## src/hw/rtl/selective_repeat_arq_engine_top_assert.svh

```systemverilog
// Assertion macros shared by the ARQ engine RTL.
`ifndef SELECTIVE_REPEAT_ARQ_ENGINE_TOP_ASSERT_SVH
`define SELECTIVE_REPEAT_ARQ_ENGINE_TOP_ASSERT_SVH
`ifndef SYNTHESIS
`define SRA_ASSERT(lbl, prop, msg) \
    lbl: assert property (@(posedge clk) disable iff (!rst_n) prop) else $error(msg);
`define SRA_ASSERT_NEVER(lbl, expr, msg) `SRA_ASSERT(lbl, !(expr), msg)
`else
`define SRA_ASSERT(lbl, prop, msg)
`define SRA_ASSERT_NEVER(lbl, expr, msg)
`endif
`endif

```

## src/hw/rtl/sra_pkg.sv

```systemverilog
// Types, constants and helper functions of the selective-repeat ARQ engine.
`timescale 1ns / 1ps
package sra_pkg;
    localparam int MAX_SEQ_NUM = 7;
    localparam int SEQ_MOD = MAX_SEQ_NUM + 1;
    localparam int NR_SLOTS = SEQ_MOD / 2;
    localparam int SEQ_W = 3;
    localparam int SLOT_W = 2;
    localparam int CNT_W = 3;
    localparam int CFG_W = 16;
    localparam int TIMER_BITS_DEF = 16;
    localparam logic [CFG_W-1:0] TIMEOUT_RESET = 16'd5;

    localparam logic [1:0] MODE_NET_READY = 2'd0;
    localparam logic [1:0] MODE_ARRIVAL = 2'd1;
    localparam logic [1:0] MODE_CKSUM_ERR = 2'd2;
    localparam logic [1:0] MODE_TICK = 2'd3;

    localparam logic [1:0] FRAME_DATA = 2'd0;
    localparam logic [1:0] FRAME_ACK = 2'd1;
    localparam logic [1:0] FRAME_NAK = 2'd2;
    localparam logic [1:0] FRAME_BAD = 2'd3;

    localparam logic [1:0] OUT_STATUS = 2'd0;
    localparam logic [1:0] OUT_TRANSMIT = 2'd1;
    localparam logic [1:0] OUT_STORE = 2'd2;
    localparam logic [1:0] OUT_DELIVER = 2'd3;

    typedef struct packed {
        logic [1:0]       mode;
        logic [1:0]       rx_kind;
        logic [SEQ_W-1:0] frame_seq;
        logic [SEQ_W-1:0] frame_ack;
    } sra_in_t;

    typedef struct packed {
        logic [1:0]        out_kind;
        logic [1:0]        tx_kind;
        logic [SEQ_W-1:0]  tx_seq;
        logic [SEQ_W-1:0]  tx_ack;
        logic [SLOT_W-1:0] slot;
        logic              net_enable;
        logic              last;
    } sra_out_t;

    function automatic logic [SEQ_W-1:0] seq_prev(input logic [SEQ_W-1:0] s);
        logic [SEQ_W-1:0] r;
        if (s == '0)
        begin
            r = SEQ_W'(MAX_SEQ_NUM);
        end
        else
        begin
            r = s - 1'b1;
        end
        return r;
    endfunction
endpackage

```

## src/hw/rtl/sra_seq_unit.sv

```systemverilog
// Shared sequence unit: circular window test and two modular increments.
`timescale 1ns / 1ps
module sra_seq_unit
    import sra_pkg::*;
(
    input  logic [SEQ_W-1:0] a,
    input  logic [SEQ_W-1:0] b,
    input  logic [SEQ_W-1:0] c,
    input  logic [SEQ_W-1:0] x,
    input  logic [SEQ_W-1:0] y,
    output logic             in_window,
    output logic [SEQ_W-1:0] x_inc,
    output logic [SEQ_W-1:0] y_inc
);
    assign in_window = ((a <= b) && (b < c)) || ((c < a) && (a <= b))
                       || ((b < c) && (c < a));
    assign x_inc = (x == SEQ_W'(MAX_SEQ_NUM)) ? '0 : x + 1'b1;
    assign y_inc = (y == SEQ_W'(MAX_SEQ_NUM)) ? '0 : y + 1'b1;
endmodule

```

## src/hw/rtl/selective_repeat_arq_engine_top.sv

```systemverilog
// Each transaction ends with its status result; at most one result per cycle.
// One transaction at a time; the next start is taken once busy falls.
// A tick advances the timers, then checks each slot and the ack timer; an arrival runs the
// NAK, store, per-payload delivery, resend and per-acked-frame ack states before status.
// Reset at once zeroes timers, arrival map and window edges bar the upper (4); timeout is 5.
// Results are strobed for one cycle each; the receiver cannot stall them.
`timescale 1ns / 1ps
module selective_repeat_arq_engine_top
    import sra_pkg::*;
#(
    parameter int TIMER_BITS = TIMER_BITS_DEF
)
(
    input  logic     clk,
    input  logic     rst_n,
    input  logic     start,
    output logic     busy,
    input  sra_in_t  req,
    output logic     result_valid,
    output sra_out_t result,
    input  logic     cfg_we,
    input  logic [CFG_W-1:0] cfg_data
);
`include "selective_repeat_arq_engine_top_assert.svh"

    localparam int CMP_W = (TIMER_BITS > CFG_W) ? TIMER_BITS : CFG_W;
    localparam logic [TIMER_BITS-1:0] TMAX = '1;

    typedef enum logic [3:0] {
        S_IDLE, S_SEND, S_CKERR, S_TICK_ADV, S_TICK_SLOT, S_TICK_ACK,
        S_ARR_NAK, S_ARR_STORE, S_ARR_DELIV, S_ARR_RESEND, S_ARR_ACK, S_STATUS
    } state_t;

    state_t state_reg, state_next;
    sra_in_t in_reg, in_next;
    logic [CFG_W-1:0] timeout_reg, timeout_next;
    logic [SEQ_W-1:0] aes_reg, aes_next, nss_reg, nss_next;
    logic [SEQ_W-1:0] es_reg, es_next, wu_reg, wu_next;
    logic [CNT_W-1:0] oc_reg, oc_next;
    logic nak_ok_reg, nak_ok_next;
    logic [NR_SLOTS-1:0] arr_reg, arr_next;
    logic [SEQ_W-1:0] slot_seq_reg [NR_SLOTS];
    logic [NR_SLOTS-1:0] srun_reg, srun_next;
    logic [TIMER_BITS-1:0] scnt_reg [NR_SLOTS];
    logic [TIMER_BITS-1:0] scnt_next [NR_SLOTS];
    logic arun_reg, arun_next;
    logic [TIMER_BITS-1:0] acnt_reg, acnt_next;
    logic [SLOT_W-1:0] idx_reg, idx_next;
    logic valid_reg, valid_next;
    sra_out_t res_reg, res_next;
    logic ss_we;
    logic [SLOT_W-1:0] ss_addr;

    logic [SEQ_W-1:0] ua, ub, uc, ux, uy, ux_inc, uy_inc;
    logic u_win;

    sra_seq_unit u_seq (
        .a(ua), .b(ub), .c(uc), .x(ux), .y(uy),
        .in_window(u_win), .x_inc(ux_inc), .y_inc(uy_inc)
    );

    always_comb
    begin
        ua = aes_reg;
        ub = in_reg.frame_ack;
        uc = nss_reg;
        ux = nss_reg;
        uy = wu_reg;
        unique case (state_reg)
            S_ARR_STORE:
            begin
                ua = es_reg;
                ub = in_reg.frame_seq;
                uc = wu_reg;
            end
            S_ARR_DELIV:
            begin
                ux = es_reg;
            end
            S_ARR_RESEND:
            begin
                ux = in_reg.frame_ack;
                ub = ux_inc;
            end
            S_ARR_ACK:
            begin
                ux = aes_reg;
            end
            default:
            begin
            end
        endcase
    end

    function automatic logic expired(input logic run, input logic [TIMER_BITS-1:0] cnt,
                                     input logic [CFG_W-1:0] lim);
        return run && (CMP_W'(cnt) >= CMP_W'(lim));
    endfunction

    always_comb
    begin
        logic [SLOT_W-1:0] s;
        state_next = state_reg;
        in_next = in_reg;
        timeout_next = cfg_we ? cfg_data : timeout_reg;
        aes_next = aes_reg;
        nss_next = nss_reg;
        es_next = es_reg;
        wu_next = wu_reg;
        oc_next = oc_reg;
        nak_ok_next = nak_ok_reg;
        arr_next = arr_reg;
        srun_next = srun_reg;
        scnt_next = scnt_reg;
        arun_next = arun_reg;
        acnt_next = acnt_reg;
        idx_next = idx_reg;
        valid_next = 1'b0;
        res_next = '0;
        res_next.tx_ack = seq_prev(es_reg);
        ss_we = 1'b0;
        ss_addr = nss_reg[SLOT_W-1:0];
        s = '0;
        unique case (state_reg)
            S_IDLE:
            begin
                if (start)
                begin
                    in_next = req;
                    if (req.rx_kind == FRAME_BAD)
                    begin
                        in_next.rx_kind = FRAME_ACK;
                    end
                    unique case (req.mode)
                        MODE_NET_READY: state_next = S_SEND;
                        MODE_ARRIVAL: state_next = S_ARR_NAK;
                        MODE_CKSUM_ERR: state_next = S_CKERR;
                        MODE_TICK: state_next = S_TICK_ADV;
                    endcase
                end
            end
            S_SEND:
            begin
                if (oc_reg < CNT_W'(NR_SLOTS))
                begin
                    s = nss_reg[SLOT_W-1:0];
                    oc_next = oc_reg + 1'b1;
                    ss_we = 1'b1;
                    valid_next = 1'b1;
                    res_next.out_kind = OUT_TRANSMIT;
                    res_next.tx_kind = FRAME_DATA;
                    res_next.tx_seq = nss_reg;
                    res_next.slot = s;
                    srun_next[s] = 1'b1;
                    scnt_next[s] = '0;
                    arun_next = 1'b0;
                    acnt_next = '0;
                    nss_next = ux_inc;
                end
                state_next = S_STATUS;
            end
            S_CKERR:
            begin
                if (nak_ok_reg)
                begin
                    valid_next = 1'b1;
                    res_next.out_kind = OUT_TRANSMIT;
                    res_next.tx_kind = FRAME_NAK;
                    nak_ok_next = 1'b0;
                    arun_next = 1'b0;
                    acnt_next = '0;
                end
                state_next = S_STATUS;
            end
            S_TICK_ADV:
            begin
                for (int i = 0; i < NR_SLOTS; i++)
                begin
                    if (srun_reg[i] && scnt_reg[i] != TMAX)
                    begin
                        scnt_next[i] = scnt_reg[i] + 1'b1;
                    end
                end
                if (arun_reg && acnt_reg != TMAX)
                begin
                    acnt_next = acnt_reg + 1'b1;
                end
                idx_next = '0;
                state_next = S_TICK_SLOT;
            end
            S_TICK_SLOT:
            begin
                if (expired(srun_reg[idx_reg], scnt_reg[idx_reg], timeout_reg))
                begin
                    valid_next = 1'b1;
                    res_next.out_kind = OUT_TRANSMIT;
                    res_next.tx_kind = FRAME_DATA;
                    res_next.tx_seq = slot_seq_reg[idx_reg];
                    res_next.slot = idx_reg;
                    scnt_next[idx_reg] = '0;
                    arun_next = 1'b0;
                    acnt_next = '0;
                end
                idx_next = idx_reg + 1'b1;
                if (idx_reg == SLOT_W'(NR_SLOTS - 1))
                begin
                    state_next = S_TICK_ACK;
                end
            end
            S_TICK_ACK:
            begin
                if (expired(arun_reg, acnt_reg, timeout_reg))
                begin
                    valid_next = 1'b1;
                    res_next.out_kind = OUT_TRANSMIT;
                    res_next.tx_kind = FRAME_ACK;
                    arun_next = 1'b0;
                    acnt_next = '0;
                end
                state_next = S_STATUS;
            end
            S_ARR_NAK:
            begin
                if (in_reg.rx_kind == FRAME_DATA)
                begin
                    if (in_reg.frame_seq != es_reg && nak_ok_reg)
                    begin
                        valid_next = 1'b1;
                        res_next.out_kind = OUT_TRANSMIT;
                        res_next.tx_kind = FRAME_NAK;
                        nak_ok_next = 1'b0;
                        arun_next = 1'b0;
                    end
                    else
                    begin
                        arun_next = 1'b1;
                    end
                    acnt_next = '0;
                end
                state_next = S_ARR_STORE;
            end
            S_ARR_STORE:
            begin
                s = in_reg.frame_seq[SLOT_W-1:0];
                state_next = S_ARR_RESEND;
                if (in_reg.rx_kind == FRAME_DATA && u_win && !arr_reg[s])
                begin
                    arr_next[s] = 1'b1;
                    valid_next = 1'b1;
                    res_next = '0;
                    res_next.out_kind = OUT_STORE;
                    res_next.slot = s;
                    state_next = S_ARR_DELIV;
                end
            end
            S_ARR_DELIV:
            begin
                s = es_reg[SLOT_W-1:0];
                if (arr_reg[s])
                begin
                    valid_next = 1'b1;
                    res_next = '0;
                    res_next.out_kind = OUT_DELIVER;
                    res_next.slot = s;
                    nak_ok_next = 1'b1;
                    arr_next[s] = 1'b0;
                    es_next = ux_inc;
                    wu_next = uy_inc;
                    arun_next = 1'b1;
                    acnt_next = '0;
                end
                else
                begin
                    state_next = S_ARR_RESEND;
                end
            end
            S_ARR_RESEND:
            begin
                s = ux_inc[SLOT_W-1:0];
                if (in_reg.rx_kind == FRAME_NAK && u_win)
                begin
                    valid_next = 1'b1;
                    res_next.out_kind = OUT_TRANSMIT;
                    res_next.tx_kind = FRAME_DATA;
                    res_next.tx_seq = ux_inc;
                    res_next.slot = s;
                    srun_next[s] = 1'b1;
                    scnt_next[s] = '0;
                    arun_next = 1'b0;
                    acnt_next = '0;
                end
                state_next = S_ARR_ACK;
            end
            S_ARR_ACK:
            begin
                s = aes_reg[SLOT_W-1:0];
                if (u_win)
                begin
                    if (oc_reg != '0)
                    begin
                        oc_next = oc_reg - 1'b1;
                    end
                    srun_next[s] = 1'b0;
                    scnt_next[s] = '0;
                    aes_next = ux_inc;
                end
                else
                begin
                    state_next = S_STATUS;
                end
            end
            S_STATUS:
            begin
                valid_next = 1'b1;
                res_next = '0;
                res_next.out_kind = OUT_STATUS;
                res_next.net_enable = (oc_reg < CNT_W'(NR_SLOTS));
                res_next.last = 1'b1;
                state_next = S_IDLE;
            end
            default:
            begin
                state_next = S_IDLE;
            end
        endcase
    end

    always_ff @(posedge clk or negedge rst_n)
    begin
        if (!rst_n)
        begin
            state_reg <= S_IDLE;
            timeout_reg <= TIMEOUT_RESET;
            aes_reg <= '0;
            nss_reg <= '0;
            es_reg <= '0;
            wu_reg <= SEQ_W'(NR_SLOTS);
            oc_reg <= '0;
            nak_ok_reg <= 1'b1;
            arr_reg <= '0;
            srun_reg <= '0;
            for (int i = 0; i < NR_SLOTS; i++)
            begin
                scnt_reg[i] <= '0;
            end
            arun_reg <= 1'b0;
            acnt_reg <= '0;
            idx_reg <= '0;
            valid_reg <= 1'b0;
        end
        else
        begin
            state_reg <= state_next;
            timeout_reg <= timeout_next;
            aes_reg <= aes_next;
            nss_reg <= nss_next;
            es_reg <= es_next;
            wu_reg <= wu_next;
            oc_reg <= oc_next;
            nak_ok_reg <= nak_ok_next;
            arr_reg <= arr_next;
            srun_reg <= srun_next;
            scnt_reg <= scnt_next;
            arun_reg <= arun_next;
            acnt_reg <= acnt_next;
            idx_reg <= idx_next;
            valid_reg <= valid_next;
        end
    end

    always_ff @(posedge clk)
    begin
        in_reg <= in_next;
        res_reg <= res_next;
        if (ss_we)
        begin
            slot_seq_reg[ss_addr] <= nss_reg;
        end
    end

    assign busy = (state_reg != S_IDLE);
    assign result_valid = valid_reg;
    assign result = res_reg;

    `SRA_ASSERT(a_last_idle, (result_valid && result.last) |-> !busy, "status not at end")
    `SRA_ASSERT(a_start_busy, (start && !busy) |=> busy, "start not taken")
    `SRA_ASSERT_NEVER(a_oc_range, oc_reg > CNT_W'(NR_SLOTS), "outstanding count overflow")
    `SRA_ASSERT(a_window, SEQ_W'(wu_reg - es_reg) == SEQ_W'(NR_SLOTS), "window edges apart")
endmodule

```

## config.mk

```make
export PLATFORM = sky130hd
export DESIGN_NAME = selective_repeat_arq_engine_top
export DESIGN_NICKNAME = d
export VERILOG_FILES = /design/src/hw/rtl/sra_pkg.sv /design/src/hw/rtl/sra_seq_unit.sv /design/src/hw/rtl/selective_repeat_arq_engine_top.sv
export VERILOG_INCLUDE_DIRS = /design/src /design/src/hw/rtl
export SDC_FILE = /design/constraint.sdc
export NUM_CORES = 1
export LEC_CHECK = 0
export ABC_AREA = 1
export BUFFER_PORTS_ARGS = -buffer_cell sky130_fd_sc_hd__buf_2
export CAP_MARGIN = 10
export CELL_PAD_IN_SITES_DETAIL_PLACEMENT = 2
export CELL_PAD_IN_SITES_GLOBAL_PLACEMENT = 2
export CORE_ASPECT_RATIO = 0.6
export CORE_MARGIN = 2
export CORE_UTILIZATION = 36
export CTS_CLUSTER_DIAMETER = 150
export DETAILED_ROUTE_END_ITERATION = 16
export PLACE_DENSITY_LB_ADDON = 0.12
export SYNTH_ARGS = -nofsm -noshare
export SYNTH_HDL_FRONTEND = slang
export SYNTH_SLANG_ARGS = --single-unit
```

## constraint.sdc

```tcl
create_clock -name clk -period 4.47 [get_ports clk]
set_input_delay 0.447 -clock clk [delete_from_list [all_inputs] [get_ports clk]]
set_output_delay 0.447 -clock clk [all_outputs]
set_load 0.05 [all_outputs]
```

==> out/summary.md, run 1 <==
The logs give 65 for the largest net degree at the start of global routing and 0 ns for the accumulated negative setup slack. The run gives 17 as the number of buffers created by CTS. In this run, synthesis inferred 20 flip-flops with an integrated enable.

In the post-route analysis, the smallest setup slack over all paths is 0.1767 ns. In this run the worst path has a maximum fanout of 32. Yosys mapped the design onto 52 distinct sky130hd cell types. The run gives 0.8625 as the final RePlAce weighted congestion. The library cell used most frequently in the layout, excluding fill and tap cells, is nand2_1. The CTS root buffer is clkbuf_16. The critical path depth came out at 25.

The logs give 0.01387 ns for the clock tree skew after final layout and 0 for the total of endpoints with negative setup slack in the final report. The total power of the final layout is 8.109 mW, and the average detailed-routed wire length per instance is 23.02 um. The worst path buffer plus inverter count was 5. The number of placement rows was 50. The synthesized-area fraction occupied by xor and xnor cells was 0.02966. After filler insertion, the fill cell instance count of the layout stands at 3,666.

The most numerous cell type found on the critical path is nand2_1. The initial standard-cell utilization of the core was 0.3631; the number of hold-slack violations in the final timing report was 0. Buffers placed on the I/O ports in this run total 45. The library cells used most frequently in the layout, excluding fill and tap cells, are 407 x nand2_1, 170 x inv_1, 137 x nor2_1.

Among all flip-flop cells after synthesis, the most frequent one is dfrtp_1. In this run the critical register-to-register path is captured at scnt_reg[27]. Leaving out filler cells and counting taps, the final layout contains 2,057. The start-to-end type of the worst setup path was reg -> reg. Synthesized netlist cell count: 1,584. The transition time at the pin with the least slew margin came out at 0.9359 ns. The class of the tightest hold or removal check is in -> reg. Wires add up to 47.35 mm.

For the worst setup path, the data arrival time is 4.70 ns. The H-tree generated during clock tree synthesis spans 4 levels. The total inserted antenna cells is 0, and the proportion of register bits with asynchronous set or reset after synthesis is 0.7901. For this run, the top clock speed supported by timing is 232.9 MHz.

TritonCTS built the clock tree. The register with the most flip-flops in the layout has 64 of them. The core region is 0.03090 sq mm. The fraction of final layout cells with drive strength greater than 1 was 0.09811; the adder-cell share of the synthesized area was 0.06913. Final hold analysis gives a worst-case slack of 0.1486 ns. In this run, placement finished with an instance count of 2,021.

After clock tree synthesis, the clock-pin slew on the worst setup and hold paths is 0.07 ns. The synthesized area divided by synthesized cell count came out at 7.084 sq um. The kind of cell adding the most delay to the critical path is simple AND/OR/NAND/NOR gates. The via count of the first global-routing pass is 12.52k, and the DRC violation total after the first TritonRoute iteration is 898. The depth of the worst register-to-register path is 25. The first global-routing pass estimated 74.69 mm of wire.

After synthesis, the largest family of logic cells by area is simple AND/OR/NAND/NOR gates. The largest single stage delay on the critical path is 0.47 ns. The share of the synthesized area in compound gates (AO/OA/AOI/OAI) came out at 0.1369.

The flow ran to the end, and the final reports show no timing, DRC or antenna violations. The fraction of the core area covered by cells at the end of the flow is 0.4118. Clock tree synthesis found a total of 162 sinks. The tools report the critical path endpoint as scnt_reg[27]. The first detailed-routing pass ran for 5 iterations. Summing all multi-input logic gate instances after layout gives 0.006266 sq mm. The clock passes through at most 2 buffers. The cell with the largest stage delay on the worst path is dfrtp_1. Measured along the x axis, the die boundary spans 231.9 um. The portion of netlist area occupied by mux cells is 0.004572. For the worst setup path, the data required time is 4.88 ns.

Summing all flip-flop and latch instances after layout gives 0.004090 sq mm. Top-level port count: 46. Once placement finished, the instance area stood at 0.01204 sq mm. The tools report the launch point of the worst reg-to-reg path as state_reg[0]. At the end of the flow, the number of nets in the layout was 1,720. At the later pin of the worst-skew pair, clock insertion delay measures 0.47 ns. The total overflow left after global routing is 0. After detailed routing, the number of remaining DRC violations is 0.

The time the worst path needs with I/O delays and setup is 4.293 ns. Compared with the post-synthesis result, the final layout area differs by 13.41%. After synthesis the cells add up to 0.01122 sq mm. The tool flagged a number of max-cap violations equal to 0. The sequential area share after synthesis came out at 0.3644. Dividing total power by cell area gives a power density of 637.2 mW/mm^2. Peak ir drop on the vdd network: 391.0 uV. The worst setup path is launched from a flop. The full die area was 0.03264 sq mm; the count of final max-slew check failures was 0. The total number of yosys warnings is 0, and the relative max-transition margin is 0.3694. The simple-gate share of the synthesized area is 0.3128, and the post-route fraction of the period consumed by the critical path is 0.9605. The post-synthesis net count was 1,676. The number of nets still failing antenna checks after routing came out at 0.

The worst setup path is captured at a flop. For this block, the via count after detailed routing is 11.72k. The worst register-to-register path has a setup slack of 0.18 ns. The per-cell via count in the routed design was 5.697. The analysis attributes to cell leakage a power of 6.060 nW. Worst setup path startpoint: state_reg[0].

The tools report the total track usage as 0.2975. From bottom edge to top edge, the die measures 140.8 um. The logs give 33.80 mm for the post-DP HPWL and 0 for the number of antenna violations at the first check in global routing. The post-synthesis register bit count works out to 162.

OpenSTA, run right after detailed placement, puts the worst setup slack at -0.01885 ns. After routing the design area is 0.01273 sq mm.
## Yosys cell counts, types with 2 or more instances
master	count	area share
nand2_1	412	0.14
inv_1	171	0.057
nor2_1	140	0.047
o21ai_0	125	0.056
dfrtp_1	124	0.28
nand4_1	93	0.052
nand3_1	89	0.040
a21oi_1	86	0.038
ha_1	62	0.069
clkbuf_1	41	0.014
nor3_1	29	0.013
xor2_1	23	0.018
edfxtp_1	20	0.054
o22ai_1	20	0.011
buf_2	17	0.0076
xnor2_1	15	0.012
dfxtp_1	14	0.025
nor4_1	13	0.0072
o31ai_1	12	0.0080
inv_2	7	0.0023
nand2_2	6	0.0033
buf_1	5	0.0017
nand4_2	5	0.0056
nor2_2	5	0.0028
o21ai_1	5	0.0022
a21boi_0	4	0.0027
dfstp_2	4	0.0094
mux2i_1	4	0.0036
a21boi_1	3	0.0020
o21a_1	3	0.0020
a211oi_1	2	0.0013
a21o_1	2	0.0013
a41oi_1	2	0.0016
o31a_1	2	0.0016
or2_1	2	0.0011
## where the power goes
group / switching, mW / internal, mW / total, mW
Clock: 0.724 / 0.719 / 1.44
Sequential: 0.248 / 1.74 / 1.99
Combinational: 3.40 / 1.28 / 4.68
## routing by layer
layer  routed length (um)  vias up  global-route usage
met1                23220     5993              0.4252
met2                20710      278              0.4553
li1                     -     5410                   -
met5                    0        -                   0
met4                  566        0             0.07287
met3                 2849       38             0.06594
## kinds of logic (layout without fill, tap and decap cells)
| logic type | after synthesis | count (layout) |
|---|---|---|
| fa+ha+maj | 62 | 62 |
| xor+xnor | 38 | 38 |
| simple gates | 799 | 799 |
| mux | 5 | 5 |
| buf+inv | 241 | 298 |
| compound gates | 277 | 277 |
| flops | 162 | 162 |
## worst register-to-register path, stage by stage (launching register included)
cell and delay [ns]:
dfrtp_1 0.47, nand2_1 0.19, nand2_1 0.15, inv_2 0.12
o21ai_0 0.12, o22ai_2 0.18, inv_1 0.11, ha_1 0.25
xor2_1 0.18, or2_2 0.30, nand3_1 0.13, inv_1 0.07
ha_1 0.31, nand2_1 0.08, nor2_1 0.05, nor2_1 0.13
a32oi_1 0.10, a21boi_1 0.20, nand2_1 0.11, nand2_2 0.14
nand2_4 0.11, a21oi_4 0.17, buf_12 0.14, buf_16 0.21
nand4_1 0.14, nand2_1 0.09
## worst min-delay path by stage
stage / from / to / cells after the start
2_1_floorplan: rst_n / acnt_reg[0] / 0
3_5_place_dp: rst_n / uy[1] / 1
4_1_cts: req[5] / in_reg[5] / 1
5_1_grt: req[5] / in_reg[5] / 1
3_3_place_gp: rst_n / uy[1] / 1
6_report: req[5] / in_reg[5] / 1
## layout make-up
type,instances,share of cell area
flip-flops and latches,162,0.3214
inverters,178,0.05250
clock inverters,13,0.007964
multi-input cells,1181,0.4924
well taps,416,0.04090
clock buffers,19,0.03402
repair buffers,88,0.05083
## what timing repair did
action                                 CTS  global route
hold buffers                             1             0
resized for setup                        6            16
endpoints found under the hold margin   50             0
setup buffers                            1             1
setup endpoints to repair               85            98
cloned                                   1             1
pin swaps                                1             2
(Power assumes the default switching activity.)
==> inputs of run 2 (changes only) <==
--- a/config.mk
+++ b/config.mk
@@ -13,10 +13,11 @@
 export CELL_PAD_IN_SITES_GLOBAL_PLACEMENT = 2
 export CORE_ASPECT_RATIO = 0.6
 export CORE_MARGIN = 2
-export CORE_UTILIZATION = 36
+export CORE_UTILIZATION = 33
 export CTS_CLUSTER_DIAMETER = 150
 export DETAILED_ROUTE_END_ITERATION = 16
 export PLACE_DENSITY_LB_ADDON = 0.12
+export SKIP_LAST_GASP = 1
 export SYNTH_ARGS = -nofsm -noshare
 export SYNTH_HDL_FRONTEND = slang
 export SYNTH_SLANG_ARGS = --single-unit
==> constraint.sdc (replaced) <==
create_clock -name clk -period 3.45 [get_ports clk]
set_input_delay 0.345 -clock clk [delete_from_list [all_inputs] [get_ports clk]]
set_output_delay 0.345 -clock clk [all_outputs]
set_load 0.05 [all_outputs]
==> out/summary.md, run 2 (synthesis results as in run 1) <==
The worst path buffer plus inverter count came out at 5 (unchanged). The type of origin of the critical path was a flop (unchanged). The logs give 0.9162 (was 0.8625) for the final RePlAce weighted congestion and 4 (unchanged) for the number of H-tree branching levels.

The full die area was 0.03554 sq mm (was 0.03264 sq mm). Commonest non-fill, non-tap cells in the layout: 342 x nand2_1, 162 x inv_1, 126 x nor2_1 (was 407 x nand2_1, 170 x inv_1, 137 x nor2_1). Number of max-capacitance violations reported: 0 (unchanged). The per-cell via count in the routed design is 5.732 (was 5.697). Start-to-end type of the worst setup path: reg -> reg (unchanged). The tools report the fraction of the core area covered by cells at the end of the flow as 0.4428 (was 0.4118).

For the total of endpoints with negative setup slack in the final report, the log shows 109 (was 0). The category of the worst setup path capture point is a flop (unchanged). Top-level port count: 46 (unchanged). Most frequent standard cell in the layout excluding fill and tap cells: nand2_1 (unchanged). Total track usage: 0.2956 (was 0.2975). The DRC violation total after the first TritonRoute iteration is 891 (was 898), and the count of final max-slew check failures is 0 (unchanged).

The transition time at the pin with the least slew margin came out at 1.175 ns (was 0.9359 ns). The worst setup path startpoint was state_reg[1] (was state_reg[0]). The relative area change from synthesis to final layout was 32.47% (was 13.41%); the met1 capacity usage during global routing was 0.4269 (was 0.4252). The leakage power was 6.986 nW (was 6.060 nW); the largest stage delay on the critical path was 0.45 ns (was 0.47 ns). The fraction of final layout cells with drive strength greater than 1 is 0.2224 (was 0.09811).

The cell occurring most often along the worst timing path is nand2_2 (was nand2_1). Launch point of the worst reg-to-reg path: state_reg[1] (was state_reg[0]). The average detailed-routed wire length per instance is 25.50 um (was 23.02 um). The tools report the detailed-route via count as 12.66k (was 11.72k). The tools report the peak ir drop on the vdd network as 533.6 uV (was 391.0 uV). The maximum fanout along the worst path works out to 8 (was 32). The number of hold-slack violations in the final timing report is 0 (unchanged). The fraction of met2 tracks used by global routing was 0.4570 (was 0.4553); the remaining routing DRC violations was 0 (unchanged). The tools report the relative max-transition margin as 0.1963 (was 0.3694). The die boundary height was 146.8 um (was 140.8 um); the number of buffers created by CTS was 17 (unchanged). The tools report the global-route wire length before repair as 81.03 mm (was 74.69 mm).

The tools report the met3 layer usage reported by global route as 0.05663 (was 0.06594). The width of the die was 242.1 um (was 231.9 um); the number of antenna violations at the first check in global routing was 2 (was 0). The core area was 0.03357 sq mm (was 0.03090 sq mm).

The worst hold margin was 0.04545 ns (was 0.1486 ns). The largest net degree at the start of global routing was 65 (unchanged); the post-route fraction of the period consumed by the critical path was 1.245 (was 0.9605). The number of nets still failing antenna checks after routing is 0 (unchanged).

The run finished, with violations left. Via count of the first global-routing pass: 13.36k (was 12.52k). For the accumulated negative setup slack, the log shows -80.30 ns (was 0 ns).

Most congested layer reported by global routing: met2 (unchanged). The final reports fail on negative setup slack. The total wirelength of the detailed-routed design was 56.33 mm (was 47.35 mm); the flip-flop count of the largest register, all copies and words added was 64 (unchanged). The maximum clock frequency is 232.8 MHz (was 232.9 MHz), and the time the worst path needs with I/O delays and setup is 4.296 ns (was 4.293 ns). Worst hold path startpoint: req[0] (was req[5]). For the net count reported at finish, the log shows 1,828 (was 1,720). The CTS root buffer is clkbuf_16 (unchanged). The clock transition time at the flip-flop clock pins of the worst setup and hold paths came out at 0.08 ns (was 0.07 ns).

TritonCTS built the clock tree. The cell with the largest stage delay on the worst path is dfrtp_2 (was dfrtp_1). The tools report the placement-stage worst setup slack as -0.5886 ns (was -0.01885 ns). The maximum buffer depth of the clock tree was 2 (unchanged). The number of clock sinks seen by CTS was 162 (unchanged).

The initial standard-cell utilization of the core is 0.3342 (was 0.3631). The power density over the cells works out to 958.0 mW/mm^2 (was 637.2 mW/mm^2). Kind of cell adding the most delay to the critical path: simple AND/OR/NAND/NOR gates (unchanged).

The clock tree skew after final layout came out at 0.01796 ns (was 0.01387 ns). The run gives -0.8460 ns (was 0.1767 ns) as the post-route worst setup slack. Setup repair after global routing could not meet its margin everywhere.

Required time reported for the critical path endpoint: 3.79 ns (was 4.88 ns). The number of port buffers was 45 (unchanged). The tools report the arrival time of data at the critical path endpoint as 4.64 ns (was 4.70 ns). The class of the tightest hold or removal check was in -> reg (unchanged). The tools report the remaining global-route overflow as 0 (unchanged).

Number of placement rows: 52 (was 50). The post-DP HPWL was 35.49 mm (was 33.80 mm). For the first-pass iteration count of the detailed router, the log shows 6 (was 5). The clock insertion delay at the later pin of the skew report came out at 0.48 ns (was 0.47 ns).
==> run 2: cell types whose count changed in the layout (fill, tap and decap cells not counted), moves of 13 or more <==
| cell | previous run | this run |
|---|---|---|
| nand2_2 | 7 | 41 |
| nand2_1 | 407 | 342 |
| buf_12 | 3 | 21 |
| o21ai_0 | 125 | 112 |
| nand2_4 | 4 | 30 |
| buf_4 | 33 | 104 |
==> run 2: per-layer routing <==
layer / share of wire / vias to the layer above
met5: 0.00014 / -
met4: 0.024 / 2
met3: 0.060 / 101
met2: 0.45 / 414
met1: 0.47 / 6504
li1: - / 5641
==> run 2: final cells by class <==
cell class | instances | area [sq um]
Fill cell | 3759 | 18710
Clock inverter | 13 | 181.4
Multi-Input combinational cell | 1181 | 7023
Inverter | 178 | 680.7
Clock buffer | 19 | 432.9
Sequential cell | 162 | 4093
Tap cell | 459 | 574.3
Timing Repair Buffer | 196 | 1877
Antenna cell | 1 | 2.502
==> run 2: final timing paths <==
check,slack [ns],to,cells past startpoint
min in group asynchronous,0.39,uy[1],2
max reg2reg,-0.85,scnt_reg[57],26
max,-0.85,scnt_reg[57],26
min reg2reg,0.48,uy[2],2
min,0.05,in_reg[0],1
max in group asynchronous,2.19,nak_ok_reg,3
==> run 2: worst register-to-register path, cell delays in order, from the launching register on <==
cell and delay, ns:
dfrtp_2 0.45, inv_1 0.14, nand2_2 0.11, inv_2 0.08, nand2_2 0.08, nor2_2 0.16, nor2_2 0.09, nand2_2 0.16
inv_1 0.14, ha_4 0.32, o22ai_2 0.08, a21oi_2 0.23, ha_4 0.25, nand2_4 0.08, nor2_4 0.05, nor2_2 0.16
a32oi_2 0.10, a21boi_1 0.25, nand2_1 0.16, nand2_2 0.17, nand2_4 0.10, buf_12 0.17, nand2_8 0.12, nand4_4 0.14
buf_12 0.20, nand2_1 0.08, nand2_1 0.10
==> run 2: repair_timing <==
action                                  CTS  global route
cloned                                    5             4
pin swaps                                57            65
endpoints found under the setup margin  109           109
hold endpoints to repair                 44             0
buffers inserted                         28            13
hold buffers                              1             0
resized for setup                       106           106
==> run 2: power breakdown <==
part	internal, mW	switching [mW]	total, mW
Combinational	3.61	5.91	9.51
Clock	1.21	0.938	2.15
Sequential	2.26	0.317	2.57
Total	7.08	7.16	14.2
==> run 2: metrics by stage <==
stage / power (mW) / std cells / instance area [sq um]
final: 14.24 / 2209 / 14860
after detailed placement: 8.887 / 2129 / 12810
after floorplan: 6.163 / 1584 / 11420
after CTS: 12.77 / 2193 / 14260
after global placement: 8.625 / 2129 / 12810
after global routing: 14.79 / 2208 / 14860
